## src/rtl/core/assert_macros.svh

```systemverilog
// Assertion macros shared by the RTL that checks itself.
`ifndef ASSERT_MACROS_SVH
`define ASSERT_MACROS_SVH

// Consequent must hold in the same cycle as the antecedent.
`define ASSERT_IMPLY(lbl, clk, rst_n, ante, cons) \
  lbl: assert property (@(posedge clk) disable iff (!rst_n) (ante) |-> (cons)) \
    else $error("assertion failed: implication");

// Condition must never be true out of reset.
`define ASSERT_NEVER(lbl, clk, rst_n, cond) \
  lbl: assert property (@(posedge clk) disable iff (!rst_n) !(cond)) \
    else $error("assertion failed: forbidden condition");

`endif

```

## src/rtl/core/gf25plj_pkg.sv

```systemverilog
// GF(25) element type and field arithmetic for the line join pipeline.
package gf25plj_pkg;

  localparam int unsigned CodeW = 5;
  localparam int unsigned DigW  = 3;
  localparam int unsigned Base  = 5;
  localparam int unsigned Size  = 25;

  // re + i*im with i*i = 2, both digits canonical 0..4
  typedef struct packed {
    logic [DigW-1:0] re;
    logic [DigW-1:0] im;
  } gf_t;

  localparam gf_t GfZero = '{re: 3'd0, im: 3'd0};
  localparam gf_t GfOne  = '{re: 3'd1, im: 3'd0};

  // Reduce a 6-bit value mod 5: 16 is 1 mod 5, so fold the top bits in first.
  function automatic logic [DigW-1:0] mod5(input logic [5:0] x);
    logic [4:0] s;
    s = 5'(x[5:4]) + 5'(x[3:0]);
    if (s >= 5'd15) begin
      s = s - 5'd15;
    end else if (s >= 5'd10) begin
      s = s - 5'd10;
    end else if (s >= 5'd5) begin
      s = s - 5'd5;
    end
    return s[DigW-1:0];
  endfunction

  // Codes 25..31 alias 0..6.
  function automatic gf_t gf_dec(input logic [CodeW-1:0] x);
    logic [CodeW-1:0] y;
    logic [DigW-1:0]  im;
    logic [CodeW-1:0] re;
    gf_t              r;
    y  = (x >= CodeW'(Size)) ? x - CodeW'(Size) : x;
    if (y >= 5'd20) begin
      im = 3'd4;
    end else if (y >= 5'd15) begin
      im = 3'd3;
    end else if (y >= 5'd10) begin
      im = 3'd2;
    end else if (y >= 5'd5) begin
      im = 3'd1;
    end else begin
      im = 3'd0;
    end
    re   = y - ({2'b00, im} << 2) - {2'b00, im};
    r.re = re[DigW-1:0];
    r.im = im;
    return r;
  endfunction

  function automatic logic [CodeW-1:0] gf_enc(input gf_t x);
    return CodeW'(x.re) + (CodeW'(x.im) << 2) + CodeW'(x.im);
  endfunction

  function automatic gf_t gf_add(input gf_t x, input gf_t y);
    gf_t r;
    r.re = mod5(6'(x.re) + 6'(y.re));
    r.im = mod5(6'(x.im) + 6'(y.im));
    return r;
  endfunction

  function automatic gf_t gf_sub(input gf_t x, input gf_t y);
    gf_t r;
    r.re = mod5(6'(x.re) + 6'(Base) - 6'(y.re));
    r.im = mod5(6'(x.im) + 6'(Base) - 6'(y.im));
    return r;
  endfunction

  function automatic gf_t gf_mul(input gf_t x, input gf_t y);
    logic [5:0] pre;
    logic [5:0] pim;
    gf_t        r;
    pre  = 6'(x.re) * 6'(y.re) + ((6'(x.im) * 6'(y.im)) << 1);
    pim  = 6'(x.re) * 6'(y.im) + 6'(x.im) * 6'(y.re);
    r.re = mod5(pre);
    r.im = mod5(pim);
    return r;
  endfunction

  // Parallel search over the 24 nonzero candidates; zero maps to zero.
  function automatic gf_t gf_inv(input gf_t x);
    gf_t r;
    gf_t cand;
    r = GfZero;
    for (int k = 1; k < Size; k++) begin
      cand = gf_dec(CodeW'(k));
      if (gf_mul(x, cand) == GfOne) begin
        r = cand;
      end
    end
    return r;
  endfunction

endpackage

```

## src/rtl/core/gf25_projective_line_join.sv

```systemverilog
// Projective line join over GF(25) with incidence test, four-stage pipeline.
//
//   channel | handshake                  | payload
//   --------+----------------------------+--------------------------------------------
//   in      | in_valid_i / in_stall_o    | a_*_i, b_*_i, t_*_i (GF(25) codes)
//   out     | out_valid_o / out_stall_i  | line_*_o, degenerate_o, test_on_line_o
//
// One beat can enter every cycle while in_stall_o is low.
// Stage 1 cross product, stage 2 pivot and inverse, stage 3 scale, stage 4 dot product.
// Reset clears only the stage valid bits; the pipeline is empty after reset.
// A stage holds while the one after it is full and held; bubbles are squeezed out,
// and in_stall_o rises only when all four stages are full and out_stall_i is high.
module gf25_projective_line_join (
  input  logic                        clk_i,
  input  logic                        rst_ni,
  input  logic                        in_valid_i,
  output logic                        in_stall_o,
  input  logic [gf25plj_pkg::CodeW-1:0] a_first_i,
  input  logic [gf25plj_pkg::CodeW-1:0] a_second_i,
  input  logic [gf25plj_pkg::CodeW-1:0] a_third_i,
  input  logic [gf25plj_pkg::CodeW-1:0] b_first_i,
  input  logic [gf25plj_pkg::CodeW-1:0] b_second_i,
  input  logic [gf25plj_pkg::CodeW-1:0] b_third_i,
  input  logic [gf25plj_pkg::CodeW-1:0] t_first_i,
  input  logic [gf25plj_pkg::CodeW-1:0] t_second_i,
  input  logic [gf25plj_pkg::CodeW-1:0] t_third_i,
  output logic                        out_valid_o,
  input  logic                        out_stall_i,
  output logic [gf25plj_pkg::CodeW-1:0] line_first_o,
  output logic [gf25plj_pkg::CodeW-1:0] line_second_o,
  output logic [gf25plj_pkg::CodeW-1:0] line_third_o,
  output logic                        degenerate_o,
  output logic                        test_on_line_o
);
  import gf25plj_pkg::*;

  localparam int unsigned NumStages = 4;

  logic [NumStages-1:0] vld_q;
  logic [NumStages:0]   rdy;

  gf_t v1_q [3];
  gf_t t1_q [3];
  gf_t v1_d [3];
  gf_t t1_d [3];

  gf_t v2_q [3];
  gf_t t2_q [3];
  gf_t scale2_q;
  logic deg2_q;
  gf_t scale2_d;
  logic deg2_d;

  gf_t ln3_q [3];
  gf_t t3_q [3];
  logic deg3_q;
  gf_t ln3_d [3];

  logic [CodeW-1:0] line4_q [3];
  logic             deg4_q;
  logic             on4_q;
  logic [CodeW-1:0] line4_d [3];
  logic             on4_d;

  gf_t a_in [3];
  gf_t b_in [3];
  gf_t dot;

  // Ready chain: a stage advances when empty or when its successor advances.
  always_comb begin
    rdy[NumStages] = !out_stall_i;
    for (int s = NumStages - 1; s >= 0; s--) begin
      rdy[s] = !vld_q[s] || rdy[s+1];
    end
  end

  assign in_stall_o = !rdy[0];

  always_ff @(posedge clk_i or negedge rst_ni) begin
    if (!rst_ni) begin
      vld_q <= '0;
    end else begin
      if (rdy[0]) begin
        vld_q[0] <= in_valid_i;
      end
      for (int s = 1; s < NumStages; s++) begin
        if (rdy[s]) begin
          vld_q[s] <= vld_q[s-1];
        end
      end
    end
  end

  // Stage 1: decode and cross product.
  always_comb begin
    a_in[0] = gf_dec(a_first_i);
    a_in[1] = gf_dec(a_second_i);
    a_in[2] = gf_dec(a_third_i);
    b_in[0] = gf_dec(b_first_i);
    b_in[1] = gf_dec(b_second_i);
    b_in[2] = gf_dec(b_third_i);
    t1_d[0] = gf_dec(t_first_i);
    t1_d[1] = gf_dec(t_second_i);
    t1_d[2] = gf_dec(t_third_i);
    v1_d[0] = gf_sub(gf_mul(a_in[1], b_in[2]), gf_mul(a_in[2], b_in[1]));
    v1_d[1] = gf_sub(gf_mul(a_in[2], b_in[0]), gf_mul(a_in[0], b_in[2]));
    v1_d[2] = gf_sub(gf_mul(a_in[0], b_in[1]), gf_mul(a_in[1], b_in[0]));
  end

  always_ff @(posedge clk_i) begin
    if (rdy[0] && in_valid_i) begin
      v1_q <= v1_d;
      t1_q <= t1_d;
    end
  end

  // Stage 2: pick the pivot and invert it.
  always_comb begin
    deg2_d = (v1_q[0] == GfZero) && (v1_q[1] == GfZero) && (v1_q[2] == GfZero);
    priority if (v1_q[0] != GfZero) begin
      scale2_d = gf_inv(v1_q[0]);
    end else if (v1_q[1] != GfZero) begin
      scale2_d = gf_inv(v1_q[1]);
    end else begin
      scale2_d = gf_inv(v1_q[2]);
    end
  end

  always_ff @(posedge clk_i) begin
    if (rdy[1] && vld_q[0]) begin
      v2_q     <= v1_q;
      t2_q     <= t1_q;
      scale2_q <= scale2_d;
      deg2_q   <= deg2_d;
    end
  end

  // Stage 3: normalize; a zero line scales to zero on its own.
  always_comb begin
    for (int k = 0; k < 3; k++) begin
      ln3_d[k] = gf_mul(v2_q[k], scale2_q);
    end
  end

  always_ff @(posedge clk_i) begin
    if (rdy[2] && vld_q[1]) begin
      ln3_q  <= ln3_d;
      t3_q   <= t2_q;
      deg3_q <= deg2_q;
    end
  end

  // Stage 4: incidence test and re-encode.
  always_comb begin
    dot = gf_add(gf_add(gf_mul(t3_q[0], ln3_q[0]), gf_mul(t3_q[1], ln3_q[1])),
                 gf_mul(t3_q[2], ln3_q[2]));
    on4_d = !deg3_q && (dot == GfZero);
    for (int k = 0; k < 3; k++) begin
      line4_d[k] = gf_enc(ln3_q[k]);
    end
  end

  always_ff @(posedge clk_i) begin
    if (rdy[3] && vld_q[2]) begin
      line4_q <= line4_d;
      deg4_q  <= deg3_q;
      on4_q   <= on4_d;
    end
  end

  assign out_valid_o    = vld_q[NumStages-1];
  assign line_first_o   = line4_q[0];
  assign line_second_o  = line4_q[1];
  assign line_third_o   = line4_q[2];
  assign degenerate_o   = deg4_q;
  assign test_on_line_o = on4_q;

`include "assert_macros.svh"

  `ASSERT_IMPLY(a_deg_zero, clk_i, rst_ni, out_valid_o && degenerate_o, line_first_o == '0 && line_second_o == '0 && line_third_o == '0 && !test_on_line_o)
  `ASSERT_IMPLY(a_norm_pivot, clk_i, rst_ni, out_valid_o && !degenerate_o, line_first_o == 5'd1 || (line_first_o == '0 && (line_second_o == 5'd1 || (line_second_o == '0 && line_third_o == 5'd1))))
  `ASSERT_IMPLY(a_stall_full, clk_i, rst_ni, in_stall_o, out_valid_o && out_stall_i && vld_q[0] && vld_q[1] && vld_q[2])

endmodule

```

## config.mk

```make
export PLATFORM = sky130hd
export DESIGN_NAME = gf25_projective_line_join
export DESIGN_NICKNAME = d
export VERILOG_FILES = /design/src/rtl/core/gf25plj_pkg.sv /design/src/rtl/core/gf25_projective_line_join.sv
export VERILOG_INCLUDE_DIRS = /design/src /design/src/rtl/core
export SDC_FILE = /design/constraint.sdc
export NUM_CORES = 2
export LEC_CHECK = 0
export ABC_AREA = 1
export BUFFER_PORTS_ARGS = -buffer_cell sky130_fd_sc_hd__buf_2
export CORE_UTILIZATION = 44
export CTS_CLUSTER_SIZE = 28
export DETAILED_ROUTE_END_ITERATION = 16
export GPL_ROUTABILITY_DRIVEN = 0
export SYNTH_ARGS = -nofsm -noshare
export SYNTH_HDL_FRONTEND = slang
export SYNTH_SLANG_ARGS = --single-unit
export TNS_END_PERCENT = 1
```

## constraint.sdc

```tcl
create_clock -name clk_i -period 9.2 [get_ports clk_i]
set_clock_uncertainty 0.1 [all_clocks]
set_input_delay 0.92 -clock clk_i [delete_from_list [all_inputs] [get_ports clk_i]]
set_output_delay 0.92 -clock clk_i [all_outputs]
set_load 0.03 [all_outputs]
```

# Word-level counts from Yosys, hierarchy flattened
# Index checks and enable logic that the tools add are counted.
[totals]
in_bits = 49
output_inout_bits = 19
elab_cells = 2937
regBits = 137
[classes]
n_eq_ne = 72
n_mul = 222
magnitude_cmp = 579
add_sub_neg = 1073
mux = 918
reduce_logical = 24
[op_table]
columns = ["op", "count"]
rows = [
  ["3-bit two-way mux", 826],
  ["5-bit by 4-bit greater-or-equal comparator with 1-bit output, second input constant", 374],
  ["3-bit by 3-bit multiplier with 6-bit output", 195],
  ["3-bit subtractor, second input constant", 356],
  ["6-bit adder", 168],
  ["5-bit by 3-bit greater-or-equal comparator with 1-bit output, second input constant", 187],
  ["2-bit by 4-bit adder with 5-bit output", 174],
  ["3-bit by 2-bit subtractor with 3-bit output, second input constant", 178],
  ["6-bit two-way mux", 74],
  ["6-bit by 4-bit == test with 1-bit output, second input constant", 72],
  ["3-bit subtractor", 90],
  ["3-bit by 3-bit multiplier with 5-bit output", 27],
  ["3-bit subtractor, first input constant", 36],
  ["5-bit greater-or-equal comparator, second input constant", 18],
  ["1-bit by 3-bit subtractor with 3-bit output, first input constant", 18],
  ["2-bit by 3-bit subtractor with 3-bit output, first input constant", 18],
  ["5-bit two-way mux", 9],
  ["5-bit subtractor, second input constant", 9],
  ["4-bit by 3-bit subtractor with 5-bit output", 6],
  ["3-bit by 3-bit adder with 4-bit output, second input constant", 6],
  ["6-bit logical NOT", 4],
  ["1-bit by 4-bit adder with 5-bit output, first input constant", 4],
  ["3-bit by 3-bit adder with 4-bit output", 4],
  ["3-bit by 5-bit adder with 5-bit output", 3],
  ["other kinds (6)", 32],
]

# Depth between registers and ports, before layout
[logic_depth]
word_depth = 41
ltp_mapped = 64
mapped_depth_nobuf = 64

# Worst setup path before layout
# OpenSTA, ideal clock, no wires.
[synth_timing]
path_kind = "input to register"
startpoint = "in b_second_i[1] (netlist bit)"
endpoint = "reg v1_q[0] (netlist bit) (data pin)"
cell_stages = 57
arrival_time_ns = 10.910
setup_time_ns = 0.254
path_slack_ns = -2.064
n_path_buf = 0
required_ns = 8.846
path_cell_list = "inv_1 > ha_1 > or2_1 > nand3_1 > nand2_1 > o21ai_0 > inv_1 > nor2_1 > o31ai_1 > nand2_1 > nand2_1 > inv_1 > nor2_1 > ha_1 > fa_1 > xor2_1 > or2_2 > nand2_1 > [... 21 more ...] > o221ai_1 > o21ai_0 > ha_1 > inv_1 > ha_1 > nand2_1 > nand2_1 > nor2_1 > ha_1 > fa_1 > xnor2_1 > inv_1 > ha_1 > a21boi_0 > o21ai_0 > o21ai_0 > xor2_1 > inv_1"
[synth_lines]
columns = ["element", "line", "text"]
rows = [
  ["start: declaration", "gf25_projective_line_join.sv:22", "input logic [gf25plj_pkg::CodeW-1:0] b_second_i,"],
  ["end signal: assignment", "gf25_projective_line_join.sv:112", "v1_q <= v1_d;"],
  ["end: declaration", "gf25_projective_line_join.sv:42", "gf_t v1_q [3];"],
]

==> results.tsv <==
metric	value	unit
CP max stage cell	fa_2	
Wirelength per Cell	13.0	um
clk root buf	clkbuf_16	
detailed placement HPWL	123000	um
H-tree depth reported by CTS	4	
first-pass GRT wire length	257000	um
All-Layer GR Usage	0.203	
layout cells sized above 1	0.124	
sequential area share after synthesis	0.0637	
TritonCTS Buffers	17	
Seq cells post-synth	137	
Initial DRC Count	2800	
critical path arrival	10190	ps
Area Growth Syn to Fin	14.4	%
GRT Residual Overflow	0	
count of cell types in the netlist	84	
Worst path most repeated cell	inv_2	
Top FF cell, synth	edfxtp_1	
syn avg cell area	7.18	um2
Yosys warnings	0	
FF/Latch Area	4090	um2
clk_lat worst skew	520	ps
Post-Route WL	150000	um
CTS clock-pin slew for the worst setup and hold paths	80	ps
final hold viol count	0	
Buffers on Ports	67	
TritonCTS clock tree	done	
Via Count	57520	
Pre-antenna DRT Iters	6	
fin crit share	1.09	
post-synthesis async set-or-reset flop share	0.0292	
Crit Path Max Fanout	6	
pre-CTS WS	-1600	ps
Core Area	144000	um2
die width	384	um
RSZ-0062 raised after global routing	true	
commonest non-fill, non-tap cell in the layout	nand2_1	
Finish-stage setup viols	19	
CP endpoint kind	flip-flop	
FMAX	99.8	MHz
vias in the first global route	56005	
most frequent cells in the layout	1742 x nand2_1, 1676 x inv_1, 1588 x ha_1	
crit path buf inv count	13	
area of the multi-input gates	54600	um2
drt via density	4.98	
CP startpoint kind	primary input	
Final Max Tran Viols	0	
fillers	13880	
Initial Util	0.446	
setup ws final	-816	ps
Hold Crit Class	primary input to asynchronous set/reset pin	
clk sinks	137	
Die H	384	um
max cap viols	0	
syn nets	11001	
r2r worst-path depth	46	
NumNets Final	11675	
Worst-Margin Slew	1170	ps
# DRC	0	
reg2reg start	ln3_q[8]	
Top-Level Pins	68	
maximum root-to-sink buffer count	2	
Critical R2R Capture	test_on_line_o	
Gate Count Post-Synth	8948	
delay-heaviest family, CP	adder cells	
CP Data Required Time	9380	ps
CP Class	primary input to flip-flop	
violated checks	negative setup slack	
initial antenna violation count	2	
Site Rows	139	
R2R setup slack	-40	ps
Post-synth EDFFs	133	
crit path time final	10020	ps
die area	148000	um2
Antenna Nets Post-Route	0	
Post-Syn Area	64300	um2
status	finished, violations left	
largest net degree at the start of global routing	44	
max_slew headroom	0.221	
CP peak stage delay	610	ps
[what timing repair did]
| action | 4_1_cts | 5_1_grt |
|---|---|---|
| pin swaps | 95 | 103 |
| endpoints found under the setup margin | 19 | 19 |
| setup buffers | 49 | 17 |
| gates resized for setup | 86 | 120 |
| hold buffers | 0 | 0 |
[state kept, by name, indices dropped and copies added, names as in the netlist, 4 cells and up]
register,flops
v1_q,18
line_second_o,5
t1_q,18
v2_q,18
line_first_o,5
line_third_o,5
ln3_q,18
t2_q,18
t3_q,18
vld_q,4
scale2_q,6
[layout make-up]
type,instances,share of cell area
well taps,1903,0.0324
clock inverters,14,0.00184
inverters,1756,0.0904
repair buffers,701,0.0704
flip-flops and latches,137,0.0557
clock buffers,18,0.00584
multi-input cells,7009,0.743
diodes,1,0.0000341
[worst max path at each step]
stage / start / cells past startpoint / endpoint / slack (ps)
4_1_cts: a_first_i[0] / 55 / v1_q[2] / -770
5_1_grt: a_third_i[1] / 59 / v1_q[14] / -1350
3_5_place_dp: a_first_i[0] / 54 / v1_q[8] / -1600
6_report: b_second_i[1] / 55 / v1_q[12] / -820
2_1_floorplan: b_first_i[1] / 54 / v1_q[2] / -1010
3_3_place_gp: a_first_i[0] / 54 / v1_q[2] / -1360
[cells by family after synthesis]
group           share of synthesized area
simple gates                        0.204
fa+ha+maj                           0.433
buf+inv                             0.106
compound gates                      0.122
xor+xnor                           0.0701
flops                              0.0637
mux                               0.00197
[cells in the mapped netlist (6+ instances only)]
cell type | instances | area share
xor2_2 | 6 | 0.0015
fa_1 | 364 | 0.11
a31o_2 | 11 | 0.0015
nand3_2 | 6 | 0.00093
o22ai_1 | 16 | 0.0016
o21ai_1 | 27 | 0.0021
a221oi_1 | 8 | 0.0011
o211ai_1 | 45 | 0.0053
and3_1 | 6 | 0.00058
o21ai_0 | 446 | 0.035
nand3b_1 | 28 | 0.0033
nor3_1 | 58 | 0.0045
clkbuf_1 | 33 | 0.0019
nand4_1 | 50 | 0.0049
buf_2 | 12 | 0.00093
edfxtp_1 | 133 | 0.062
xnor2_1 | 145 | 0.020
or2_2 | 79 | 0.0077
o31ai_1 | 37 | 0.0043
mux2i_1 | 7 | 0.0011
or2_1 | 17 | 0.0017
nor4_1 | 16 | 0.0016
a21boi_0 | 24 | 0.0028
a31oi_1 | 78 | 0.0076
ha_1 | 1640 | 0.32
a21oi_1 | 469 | 0.037
a21o_1 | 12 | 0.0014
a211oi_1 | 36 | 0.0042
o2111ai_1 | 16 | 0.0022
nand2_2 | 11 | 0.0011
nand3_1 | 405 | 0.032
o311ai_0 | 6 | 0.00082
o221ai_1 | 7 | 0.00095
nand2_1 | 1777 | 0.10
xor2_1 | 343 | 0.047
o21bai_1 | 15 | 0.0018
nor2_1 | 662 | 0.039
inv_1 | 1721 | 0.10
nor2_2 | 16 | 0.0016
a311oi_1 | 6 | 0.00082
inv_2 | 28 | 0.0016
a41oi_1 | 12 | 0.0016
o21a_1 | 13 | 0.0015
[stage by stage]
stage / cell area (um2) / instances / util / setup TNS [ps] / hold slack [ps]
final: 73500 / 11539 / 0.510 / -11940 / 111
after global routing: 73500 / 11538 / 0.510 / -23240 / 93.9
after CTS: 72900 / 11521 / 0.506 / -12530 / 76.3
after detailed placement: 71700 / 11440 / 0.497 / -25730 / 305
after global placement: 71700 / 11440 / 0.497 / -21690 / 303
after floorplan: 64900 / 8948 / - / -16290 / 300
[layer usage]
metal,vias up,GRT usage,share of wire
met1,26479,0.266,0.47
met3,132,0.0121,0.026
li1,30097,-,-
met4,0,0.0440,0.018
met5,-,0,0
met2,812,0.364,0.48
Power is not shown: default switching activity piles up to over one toggle a cycle in this logic, so the estimate is an artifact.
